### config.mk
export PLATFORM = sky130hd
export DESIGN_NAME = encoder_prop_walk_rpm_meter_top
export DESIGN_NICKNAME = d
export VERILOG_FILES = /design/src/hdl/epwrm_pkg.sv /design/src/hdl/encoder_prop_walk_rpm_meter_top.sv /design/src/hdl/epwrm_rpm_calc.sv
export VERILOG_INCLUDE_DIRS = /design/src /design/src/hdl
export SDC_FILE = /design/constraint.sdc
export NUM_CORES = 1
export LEC_CHECK = 0
export ABC_AREA = 1
export BUFFER_PORTS_ARGS = -buffer_cell sky130_fd_sc_hd__buf_2
export CAP_MARGIN = 20
export CORE_MARGIN = 4
export CORE_UTILIZATION = 43
export CTS_BUF_LIST = sky130_fd_sc_hd__clkbuf_4
export DETAILED_ROUTE_END_ITERATION = 8
export GPL_TIMING_DRIVEN = 0
export SYNTH_ARGS = -nofsm -noshare
export SYNTH_HDL_FRONTEND = slang
export SYNTH_SLANG_ARGS = --single-unit
### constraint.sdc
create_clock -name clk -period 7.8 [get_ports clk]
set_input_delay 0.39 -clock clk [delete_from_list [all_inputs] [get_ports clk]]
set_output_delay 0.39 -clock clk [all_outputs]
set_load 0.02 [all_outputs]
### src/hdl/encoder_prop_walk_rpm_meter_top_assert.svh
// Assertion macros shared by the thruster encoder RTL.
`ifndef ENCODER_PROP_WALK_RPM_METER_TOP_ASSERT_SVH
`define ENCODER_PROP_WALK_RPM_METER_TOP_ASSERT_SVH

// same-cycle implication, clocked on clk, quiet in reset
`define EPWRM_ASSERT_NOW(lbl, ante, cons, msg) \
  lbl: assert property (@(posedge clk) disable iff (rst) (ante) |-> (cons)) \
    else $error(msg);

// next-cycle implication, clocked on clk, quiet in reset
`define EPWRM_ASSERT_NEXT(lbl, ante, cons, msg) \
  lbl: assert property (@(posedge clk) disable iff (rst) (ante) |=> (cons)) \
    else $error(msg);

`endif

### src/hdl/epwrm_pkg.sv
// Shared constants, codes and interface types of the thruster encoder block.
package epwrm_pkg;

  localparam int WINDOW_EDGES  = 10;
  localparam int EDGE_W        = $clog2(WINDOW_EDGES + 1) + 1;
  localparam int RPM_SCALE     = 3000;
  localparam int RPM_MAX       = 30000;
  localparam int NUM_W         = $clog2(RPM_SCALE * WINDOW_EDGES + 1);
  localparam int CNT_W         = $clog2(NUM_W);
  localparam int TICKS_PER_SEC = 100;
  localparam int ELAPSED_W     = 40;

  localparam logic signed [EDGE_W-1:0] EDGE_LIMIT = EDGE_W'(WINDOW_EDGES);
  localparam logic signed [EDGE_W-1:0] EDGE_ONE   = EDGE_W'(1);
  localparam logic signed [EDGE_W-1:0] EDGE_SKIP  = '1;

  localparam logic [6:0]        SLOW_RESET = 7'd30;
  localparam logic [6:0]        DRIVE_FULL = 7'd100;
  localparam logic signed [7:0] THRUST_MAX = 8'sd100;
  localparam logic signed [7:0] THRUST_MIN = -8'sd100;
  localparam logic signed [1:0] WALK_POS   = 2'sb01;
  localparam logic signed [1:0] WALK_NEG   = 2'sb11;

  typedef enum logic [2:0] {
    ACT_SAMPLE     = 3'd0,
    ACT_THRUST     = 3'd1,
    ACT_CLEAR_REVS = 3'd2,
    ACT_WINDOW     = 3'd3,
    ACT_READ       = 3'd4
  } action_t;

  typedef enum logic [1:0] {
    STAT_ACCURATE   = 2'd0,
    STAT_INACCURATE = 2'd1,
    STAT_OPEN       = 2'd2
  } rpm_status_t;

  typedef struct packed {
    logic                     start;
    logic signed [EDGE_W-1:0] edges;
  } rpm_req_t;

  typedef struct packed {
    logic        done;
    logic [14:0] magnitude;
  } rpm_rsp_t;

endpackage

### src/hdl/encoder_prop_walk_rpm_meter_top.sv
// Top level of the thruster encoder block: drive, prop walk, edge count, rpm window.
//
//  channel  direction  handshake            fields
//  in       sink       in_valid/in_stall    action .. walk_request
//  out      source     out_valid/out_stall  drive .. rpm_status
//  cfg      sink       cfg_valid/cfg_ready  cfg_data (slow_level)
//
//  Every action but a read on a closed window finishes in the cycle it is accepted; one result beat each.
//  A read on a closed window runs through the serial divider's diff, scale, divide and done states.
//  rst is synchronous, active high; slow_level returns to 30, the edge counters clear.
//  in_stall rises while a read is in the divider or an undelivered beat cannot drain.
//  cfg_ready is always high.
`include "encoder_prop_walk_rpm_meter_top_assert.svh"

module encoder_prop_walk_rpm_meter_top import epwrm_pkg::*; (
  input  logic               clk,
  input  logic               rst,
  input  logic               in_valid,
  output logic               in_stall,
  input  logic [2:0]         action,
  input  logic               encoder_level,
  input  logic [31:0]        time_seconds,
  input  logic [6:0]         time_hundredths,
  input  logic signed [7:0]  thrust_request,
  input  logic signed [7:0]  walk_request,
  output logic               out_valid,
  input  logic               out_stall,
  output logic signed [7:0]  drive,
  output logic               drive_updated,
  output logic [15:0]        half_revs,
  output logic [14:0]        rpm_magnitude,
  output logic [1:0]         rpm_status,
  input  logic               cfg_valid,
  output logic               cfg_ready,
  input  logic [6:0]         cfg_data
);

  typedef enum logic [1:0] {
    TOP_IDLE = 2'b01,
    TOP_WAIT = 2'b10
  } top_state_t;

  top_state_t               state;
  logic [6:0]               slow_level;
  logic                     last_level;
  logic signed [7:0]        thrust_now;
  logic signed [1:0]        walk_now;
  logic signed [7:0]        drive_now;
  logic [15:0]              edge_total;
  logic                     window_open;
  logic signed [EDGE_W-1:0] window_edges;
  logic [31:0]              start_seconds;
  logic [6:0]               start_hundredths;
  logic [31:0]              end_seconds;
  logic [6:0]               end_hundredths;
  logic [1:0]               pend_status;

  logic                     last_level_next;
  logic signed [7:0]        thrust_now_next;
  logic signed [1:0]        walk_now_next;
  logic signed [7:0]        drive_now_next;
  logic [15:0]              edge_total_next;
  logic                     window_open_next;
  logic signed [EDGE_W-1:0] window_edges_next;
  logic [31:0]              start_seconds_next;
  logic [6:0]               start_hundredths_next;
  logic [31:0]              end_seconds_next;
  logic [6:0]               end_hundredths_next;

  logic                     in_accept;
  logic                     slot_free;
  logic                     updated;
  logic [1:0]               status_now;
  logic [1:0]               read_status;
  logic                     defer;
  logic [6:0]               slow_eff;
  logic                     pos;
  logic                     full_side;
  logic [6:0]               mag;
  rpm_req_t                 req;
  rpm_rsp_t                 rsp;

  assign cfg_ready = 1'b1;
  assign slot_free = !out_valid || !out_stall;
  assign in_stall  = !((state == TOP_IDLE) && slot_free);
  assign in_accept = in_valid && !in_stall;

  assign slow_eff  = (slow_level > DRIVE_FULL) ? DRIVE_FULL : slow_level;
  assign pos       = !thrust_now[7];
  assign full_side = (pos == encoder_level) ? (walk_now == WALK_POS) : walk_now[1];
  assign mag       = full_side ? DRIVE_FULL : slow_eff;
  assign read_status = (window_edges[0] || (window_edges < EDGE_LIMIT)) ?
                       STAT_INACCURATE : STAT_ACCURATE;

  always_comb begin
    last_level_next       = last_level;
    thrust_now_next       = thrust_now;
    walk_now_next         = walk_now;
    drive_now_next        = drive_now;
    edge_total_next       = edge_total;
    window_open_next      = window_open;
    window_edges_next     = window_edges;
    start_seconds_next    = start_seconds;
    start_hundredths_next = start_hundredths;
    end_seconds_next      = end_seconds;
    end_hundredths_next   = end_hundredths;
    updated               = 1'b0;
    status_now            = STAT_ACCURATE;
    defer                 = 1'b0;
    if (in_accept) begin
      unique case (action_t'(action))
        ACT_SAMPLE: begin
          if ((thrust_now != '0) && (encoder_level != last_level)) begin
            last_level_next = encoder_level;
            if (window_open) begin
              if (window_edges == '0) begin
                start_seconds_next    = time_seconds;
                start_hundredths_next = time_hundredths;
              end else begin
                end_seconds_next    = time_seconds;
                end_hundredths_next = time_hundredths;
              end
              if (window_edges == EDGE_LIMIT) begin
                window_open_next = 1'b0;
              end else begin
                window_edges_next = window_edges + EDGE_ONE;
              end
            end
            edge_total_next = edge_total + 16'd1;
            if (walk_now != '0) begin
              drive_now_next = pos ? $signed({1'b0, mag}) : -$signed({1'b0, mag});
              updated        = 1'b1;
            end
          end
        end
        ACT_THRUST: begin
          priority if (thrust_request > THRUST_MAX) thrust_now_next = THRUST_MAX;
          else if (thrust_request < THRUST_MIN) thrust_now_next = THRUST_MIN;
          else thrust_now_next = thrust_request;
          priority if (walk_request > 8'sd0) walk_now_next = WALK_POS;
          else if (walk_request < 8'sd0) walk_now_next = WALK_NEG;
          else walk_now_next = 2'sb00;
          drive_now_next = thrust_now_next;
          updated        = 1'b1;
        end
        ACT_CLEAR_REVS: begin
          edge_total_next = '0;
        end
        ACT_WINDOW: begin
          start_seconds_next    = '0;
          start_hundredths_next = '0;
          end_seconds_next      = '0;
          end_hundredths_next   = '0;
          window_edges_next     = EDGE_SKIP;
          window_open_next      = 1'b1;
        end
        ACT_READ: begin
          if (window_open) begin
            status_now = STAT_OPEN;
          end else begin
            defer = 1'b1;
          end
        end
        default: begin
        end
      endcase
    end
  end

  always_ff @(posedge clk) begin
    if (rst) begin
      state            <= TOP_IDLE;
      slow_level       <= SLOW_RESET;
      last_level       <= 1'b0;
      thrust_now       <= '0;
      walk_now         <= '0;
      drive_now        <= '0;
      edge_total       <= '0;
      window_open      <= 1'b0;
      window_edges     <= '0;
      start_seconds    <= '0;
      start_hundredths <= '0;
      end_seconds      <= '0;
      end_hundredths   <= '0;
      out_valid        <= 1'b0;
    end else begin
      if (cfg_valid && cfg_ready) slow_level <= cfg_data;
      unique case (state)
        TOP_IDLE: if (in_accept && defer) state <= TOP_WAIT;
        TOP_WAIT: if (rsp.done) state <= TOP_IDLE;
        default:  state <= TOP_IDLE;
      endcase
      last_level       <= last_level_next;
      thrust_now       <= thrust_now_next;
      walk_now         <= walk_now_next;
      drive_now        <= drive_now_next;
      edge_total       <= edge_total_next;
      window_open      <= window_open_next;
      window_edges     <= window_edges_next;
      start_seconds    <= start_seconds_next;
      start_hundredths <= start_hundredths_next;
      end_seconds      <= end_seconds_next;
      end_hundredths   <= end_hundredths_next;
      priority if (in_accept && !defer) out_valid <= 1'b1;
      else if (rsp.done) out_valid <= 1'b1;
      else if (!out_stall) out_valid <= 1'b0;
    end
  end

  always_ff @(posedge clk) begin
    if (in_accept && defer) pend_status <= read_status;
    priority if (in_accept && !defer) begin
      drive         <= drive_now_next;
      drive_updated <= updated;
      half_revs     <= edge_total_next;
      rpm_magnitude <= '0;
      rpm_status    <= status_now;
    end else if (rsp.done) begin
      drive         <= drive_now;
      drive_updated <= 1'b0;
      half_revs     <= edge_total;
      rpm_magnitude <= rsp.magnitude;
      rpm_status    <= pend_status;
    end
  end

  assign req.start = in_accept && defer;
  assign req.edges = window_edges;

  epwrm_rpm_calc u_rpm_calc (
    .clk              (clk),
    .rst              (rst),
    .req              (req),
    .start_seconds    (start_seconds),
    .start_hundredths (start_hundredths),
    .end_seconds      (end_seconds),
    .end_hundredths   (end_hundredths),
    .rsp              (rsp)
  );

  `EPWRM_ASSERT_NOW(a_result_slot_empty, rsp.done, !out_valid, "rpm result over pending beat")
  `EPWRM_ASSERT_NOW(a_wait_window_closed, state == TOP_WAIT, !window_open && in_stall,
                    "window moved during read")
  `EPWRM_ASSERT_NOW(a_closed_count, !window_open,
                    (window_edges == '0) || (window_edges == EDGE_LIMIT),
                    "closed window with odd count")

endmodule

### src/hdl/epwrm_rpm_calc.sv
// Elapsed-time scaling and bit-serial restoring divider for the rpm figure.
`include "encoder_prop_walk_rpm_meter_top_assert.svh"

module epwrm_rpm_calc import epwrm_pkg::*; (
  input  logic        clk,
  input  logic        rst,
  input  rpm_req_t    req,
  input  logic [31:0] start_seconds,
  input  logic [6:0]  start_hundredths,
  input  logic [31:0] end_seconds,
  input  logic [6:0]  end_hundredths,
  output rpm_rsp_t    rsp
);

  typedef enum logic [4:0] {
    CALC_IDLE   = 5'b00001,
    CALC_DIFF   = 5'b00010,
    CALC_SCALE  = 5'b00100,
    CALC_DIVIDE = 5'b01000,
    CALC_DONE   = 5'b10000
  } calc_state_t;

  calc_state_t                 state;
  calc_state_t                 state_next;
  logic [NUM_W-1:0]            num_sh;
  logic [NUM_W-1:0]            rem;
  logic [NUM_W-1:0]            divisor;
  logic [CNT_W-1:0]            cnt;
  logic                        n_pos;
  logic                        zero_q;
  logic [31:0]                 diff_s;
  logic [7:0]                  diff_h;
  logic [ELAPSED_W-1:0]        elapsed;
  logic                        elapsed_ok;
  logic [NUM_W:0]              trial;
  logic                        ge;
  logic                        sat;

  assign elapsed = ELAPSED_W'(diff_s) * ELAPSED_W'(TICKS_PER_SEC)
                 + {{(ELAPSED_W-8){diff_h[7]}}, diff_h};
  assign elapsed_ok = !elapsed[ELAPSED_W-1] && (elapsed != '0)
                    && (elapsed[ELAPSED_W-1:NUM_W] == '0);
  assign trial = {rem, num_sh[NUM_W-1]};
  assign ge    = trial >= {1'b0, divisor};
  assign sat   = 32'(num_sh) > 32'(RPM_MAX);

  always_comb begin
    state_next = state;
    unique case (state)
      CALC_IDLE:   if (req.start) state_next = CALC_DIFF;
      CALC_DIFF:   state_next = CALC_SCALE;
      CALC_SCALE:  state_next = CALC_DIVIDE;
      CALC_DIVIDE: if (cnt == '0) state_next = CALC_DONE;
      CALC_DONE:   state_next = CALC_IDLE;
      default:     state_next = CALC_IDLE;
    endcase
  end

  always_ff @(posedge clk) begin
    if (rst) begin
      state <= CALC_IDLE;
    end else begin
      state <= state_next;
    end
  end

  always_ff @(posedge clk) begin
    unique case (state)
      CALC_IDLE: begin
        n_pos  <= !req.edges[EDGE_W-1] && (req.edges != '0);
        num_sh <= NUM_W'(32'(req.edges[EDGE_W-2:0]) * 32'(RPM_SCALE));
      end
      CALC_DIFF: begin
        diff_s <= end_seconds - start_seconds;
        diff_h <= {1'b0, end_hundredths} - {1'b0, start_hundredths};
      end
      CALC_SCALE: begin
        divisor <= elapsed[NUM_W-1:0];
        zero_q  <= !(n_pos && elapsed_ok);
        rem     <= '0;
        cnt     <= CNT_W'(NUM_W - 1);
      end
      CALC_DIVIDE: begin
        rem    <= ge ? NUM_W'(trial - {1'b0, divisor}) : trial[NUM_W-1:0];
        num_sh <= {num_sh[NUM_W-2:0], ge};
        cnt    <= cnt - CNT_W'(1);
      end
      CALC_DONE: begin
      end
      default: begin
      end
    endcase
  end

  assign rsp.done      = (state == CALC_DONE);
  assign rsp.magnitude = zero_q ? 15'd0 : (sat ? 15'(RPM_MAX) : 15'(num_sh));

  `EPWRM_ASSERT_NOW(a_start_when_idle, req.start, state == CALC_IDLE, "start while busy")
  `EPWRM_ASSERT_NEXT(a_divide_ends, (state == CALC_DIVIDE) && (cnt == '0), state == CALC_DONE,
                     "divide overran")
  `EPWRM_ASSERT_NEXT(a_done_single, state == CALC_DONE, state == CALC_IDLE, "done held")

endmodule

-- After elaboration in Yosys (flattened, before gate mapping)
Index checks and enable logic that the tools add are counted.
Widths: inputs -> output; s select.
- flip-flop bits (word level): 269
- logic and storage cells: 184
- output and inout port bits: 45
- equality and inequality tests: 25
- magnitude comparators: 8
- add/subtract/negate cells: 8
- reductions and logical operators: 39
- multipliers: 2
- multiplexer cells: 73
- operators by type and width (operator ; count):
    $mux 32 ; 6
    $pmux 32 s2 ; 2
    $mux 16 ; 4
    $mux 8 ; 8
    $pmux 15 s2 ; 2
    $mux 7 ; 8
    $mux 15 ; 3
    $add 39x40->40 ; 1
    $reduce_bool 40->1 ; 1
    $mul 32x5->37 const B ; 1
    $pmux 16 s2 ; 1
    $sub 32x32->32 ; 1
    $pmux 7 s2 ; 2
    $logic_not 25->1 ; 1
    $mux 5 ; 5
    $pmux 5 s4 ; 1
    $mux 2 ; 9
    $add 16x1->16 const B ; 1
    $ge 16x15->1 ; 1
    $mux 1 ; 16
    $ne 2x2->1 const B ; 8
    $pmux 8 s2 ; 1
    $gt 15x15->1 const B ; 1
    $reduce_and 5->1 ; 3
    41 further kinds ; 68

-- Longest topological paths before layout
- word-level depth: 11
- gate-level depth with buffers: 31
- depth with buffers taken out: 31

-- Hierarchy
A second synthesis with hierarchy kept.
- cells, all modules: 2979
- area total of the unflattened synthesis: 21249.1 um^2
- modules (own cells, without submodules) (module ; seq. area each (um^2) ; times used ; area an instance (um^2) ; cells each):
    epwrm_rpm_calc ; 2832.7 ; 1 ; 13795.7 ; 2007
    encoder_prop_walk_rpm_meter_top ; 3723.6 ; 1 ; 7453.4 ; 972

-- Least setup slack after synthesis
OpenSTA, ideal clock, no wires.
- path type: register -> register
- from: reg u_rpm_calc.diff_s[2]
- to: reg u_rpm_calc.zero_q (data pin)
- data required time: 7.546 ns
- arrival: 4.361 ns
- setup time: 0.254 ns
- setup slack: 3.184 ns
- cell stages (with the launch flop): 29
- path through: edfxtp_1 -> ha_1 -> ha_1 -> fa_1 -> ha_1 -> a21oi_1 -> nand2_1 -> nand2_1 -> nand2_1 -> o21ai_0 -> o21ai_2 -> a21boi_0 -> o21ai_1 -> nand3_1 -> nand2_1 -> nand2_1 -> nand2_1 -> ha_1 -> nand2_1 -> nor2_1 -> nand2_1 -> nor3_1 -> nand3_1 -> nand3_1 -> nand2_1 -> nand2_1 -> nand3_1 -> nor2_1 -> nand2_1
- word-level cells in the longest chain between the ends: 7
- elaborated cells on any way between the ends: 9
- classes of those cells: add/sub (1); mul (1); reduce/logical (7)
- ends and longest elaborated chain (item ; line ; source):
    from (decl) ; epwrm_rpm_calc.sv:31 ; logic [31:0] diff_s;
    from (signal assigned) ; epwrm_rpm_calc.sv:74 ; diff_s <= end_seconds - start_seconds;
    $mul 32x5->37 (*) ; epwrm_rpm_calc.sv:39 ; assign elapsed = ELAPSED_W'(diff_s) * ELAPSED_W'(TICKS_PER_SEC)
    $add 39x40->40 (*) ; epwrm_rpm_calc.sv:40 ; + {{(ELAPSED_W-8){diff_h[7]}}, diff_h};
    $reduce_bool 40->1 / $logic_not 1->1 (equally long branches) ; epwrm_rpm_calc.sv:41 ; assign elapsed_ok = !elapsed[ELAPSED_W-1] && (elapsed != '0)
    $logic_and 1x1->1 ; epwrm_rpm_calc.sv:41 ;
    $logic_and 1x1->1 (*) ; epwrm_rpm_calc.sv:42 ; && (elapsed[ELAPSED_W-1:NUM_W] == '0);
    $logic_and 1x1->1 (*) ; epwrm_rpm_calc.sv:79 ; zero_q <= !(n_pos && elapsed_ok);
    $logic_not 1->1 (*) ; epwrm_rpm_calc.sv:79 ;
    to (signal assigned) ; epwrm_rpm_calc.sv:79 ;
    to (decl) ; epwrm_rpm_calc.sv:30 ; logic zero_q;
Mark *: on every way between the ends. The rest lies on a longest branch, timed or not.
A chain may end at the register's enable or synchronous reset.

-- Final worst setup path
Same ends and word-level chain as after synthesis.

==> flow_summary.toml <==
[sta]
setup-tns-final_ns = 0
fin_worst_skew_ns = 0.0564
period_minus_slack_ns = 5.71
rsz0062_at_grt = "no"
slew_violations = 0
hold_viol_final = 0
fin_hold_ws_ns = 0.0908
worst_pin_slew_ns = 0.904
slew-limit-headroom_pct = 39.6
period_share_pct = 73.2
setup_viol = 0
fmax_mhz = 175

[grt]
track_usage_pct = 21.4
grt_pass1_vias = 18300
grt_max_degree = 29
antenna_found_initial = 2
grt_pass1_wl_mm = 89.4
overflow = 0

[yosys]
ys_ff_latch = 268
syn_area_per_cell_um2 = 7.38
synth_seq_area_share_pct = 32.5
synthesis.nets = 3058
ys_async_sr_fraction_pct = 0
synth_edf_count = 119
ys_warn_count = 0
synthCells = 2736
yosysUniqueCellTypes = 54
synthFlopType = "dfxtp_1"
synth_area_um2 = 20200

[clock_network]
cts.reportedPaths.clkPinSlew_ns = 0.07
h-tree-depth = 3
clock-sinks = 268
cts_tree = "done"
clock_path_buffers = 3
postCtsHoldBufs = 64
cts_resized = 0
cts_setup_buffers = 0
root_buffer = "clkbuf_4"
cts_inserted_buffers = 75
insertion_delay_ns = 0.78

[final_layout]
synthToLayoutAreaGrowth_pct = 15.6
nFillCells = 4591
multiInputGateArea_um2 = 11600
layout.cells.most_common_list = "nand2_1, inv_1, a21oi_1"
nNetsFinal = 3316
layout_commonest_cell = "nand2_1"
final_cells = 3664
final_area_um2 = 23300
drive_above_1_share_pct = 9.70
regArea_um2 = 6560

[route]
num_vias = 18500
final_antenna_net_count = 0
wirelength_mm = 54.3
drtIter0Drc = 995
viasPerCell = 5.06
firstDrtPassIters = 5
drc = 0
avgRoutedWirePerCell_um = 14.8

[placement]
dp_hpwl_mm = 43.5
io_buffers = 114
dpl-instance-area_um2 = 21600
place.gp.congestion = 0.909
place_inst = 3460

[setup_path]
startpoint = "u_rpm_calc.diff_s[2]$_DFFE_PN_"
critPathKind = "flop to flop"
r2r_start = "u_rpm_calc.diff_s[2]$_DFFE_PN_"
cp.arrival_ns = 6.20
setup.worst_path.end_class = "flop"
cp.required_ns = 8.29
start_kind = "flop"
crit_fanout = 6
ff2ff_setup_slack_ns = 2.09

[power]
peakVddDrop_mv = 0.140
power_density_nw_per_um2 = 156
power_leakage_nw = 11.5

[min_path]
hp-class = "primary input to flop"
min_from = "action[2]"

[floorplanning]
rows = 79
dieHeight_um = 225
io_pins = 116
die_area_um2 = 50500
dieWidth_um = 225
start_util_pct = 43.5
core_area_um2 = 46500

[status]
status = "finished, final reports clean"

[run]
cap_violations = 0
==> synth_stat cells, types with 32 or more instances <==
| library cell | count | area (um^2) |
|---|---|---|
| ha_1 | 215 | 2690 |
| fa_1 | 36 | 721 |
| a21oi_1 | 269 | 1350 |
| nor3_1 | 40 | 200 |
| clkbuf_1 | 32 | 120 |
| nor2_1 | 222 | 833 |
| inv_1 | 486 | 1820 |
| o21ai_0 | 154 | 771 |
| edfxtp_1 | 119 | 3570 |
| nand2_1 | 583 | 2190 |
| xor2_1 | 66 | 578 |
| dfxtp_1 | 149 | 2980 |
| nand3_1 | 125 | 626 |
==> critical path, stage by stage (launching register included) <==
cell	delay, ns
edfxtp_1	0.44
ha_1	0.34
ha_1	0.32
fa_1	0.46
ha_1	0.36
nand3_1	0.11
nand2_1	0.08
nand2_1	0.06
nand2_1	0.05
o21ai_0	0.19
o21ai_2	0.26
a21boi_0	0.18
o21ai_1	0.32
nand3_1	0.17
nand3_1	0.10
nand2_1	0.09
ha_1	0.42
nand2_1	0.12
nor2_1	0.21
nand2_1	0.12
nor3_1	0.26
nand3_1	0.15
nand3_1	0.12
nand2_1	0.05
nand2_1	0.10
nand3_1	0.09
nor2_1	0.12
nand2_1	0.15
==> sequential cells by signal (all words and copies together), names as in the netlist, 8 cells and up <==
register	flops
drive_now	8
u_rpm_calc.diff_h	8
edge_total	16
rpm_magnitude	15
u_rpm_calc.rem	15
start_seconds	32
u_rpm_calc.diff_s	32
end_seconds	32
thrust_now	8
u_rpm_calc.num_sh	15
half_revs	16
drive	8
u_rpm_calc.divisor	15
==> worst paths after layout <==
kind / end / cells after the start
worst max register to register: u_rpm_calc.zero_q$_DFFE_PP_ / 27
worst min register to register: rpm_magnitude[9]$_SDFFE_PP0P_ / 2
worst max-delay path: u_rpm_calc.zero_q$_DFFE_PP_ / 27
worst min-delay path: window_edges[4]$_SDFFE_PP0P_ / 4
==> logic make-up after synthesis <==
kind of cell | share of synthesized area [%]
flops | 32.5
compound gates | 14.3
other cells | 0.0186
fa+ha+maj | 16.9
xor+xnor | 4.24
buf+inv | 10.3
simple gates | 21.8
==> per-stage QoR <==
| stage | setup WS, ns | power (W) | utilization (%) |
|---|---|---|---|
| 2_1_floorplan | 3.18 | 0.00201 | - |
| 3_3_place_gp | 2.17 | 0.00217 | 46.3 |
| 3_5_place_dp | 2.15 | 0.00219 | 46.5 |
| 4_1_cts | 2.12 | 0.00367 | 50.2 |
| 5_1_grt | 1.70 | 0.00384 | 50.3 |
| 6_report | 2.09 | 0.00363 | 50.3 |
==> where the power goes <==
group	total (W)	internal, W	switching (W)
logic	0.000616	0.000229	0.000386
clock network	0.00145	0.000846	0.000602
registers	0.00157	0.00154	0.0000280
total	0.00363	0.00262	0.00102
==> routing by layer <==
layer  up-vias  share of wire [%]  track usage (%)
met4         0                2.1             5.93
met2       403                 47             36.0
met3        73                4.2             3.51
met5         -                  0                0
met1      8523                 47             28.6
li1       9528                  -                -
==> layout make-up <==
class                           count  area share [%]
Antenna cell                        4          0.0429
Buffer                             48           0.986
Clock buffer                      117            3.76
Clock inverter                     19           0.884
Inverter                          494            7.94
Multi-Input combinational cell   1926            49.5
Sequential cell                   268            28.1
Tap cell                          607            3.25
Timing Repair Buffer              181            5.54
Note: power is estimated with default switching activity, not from simulation.
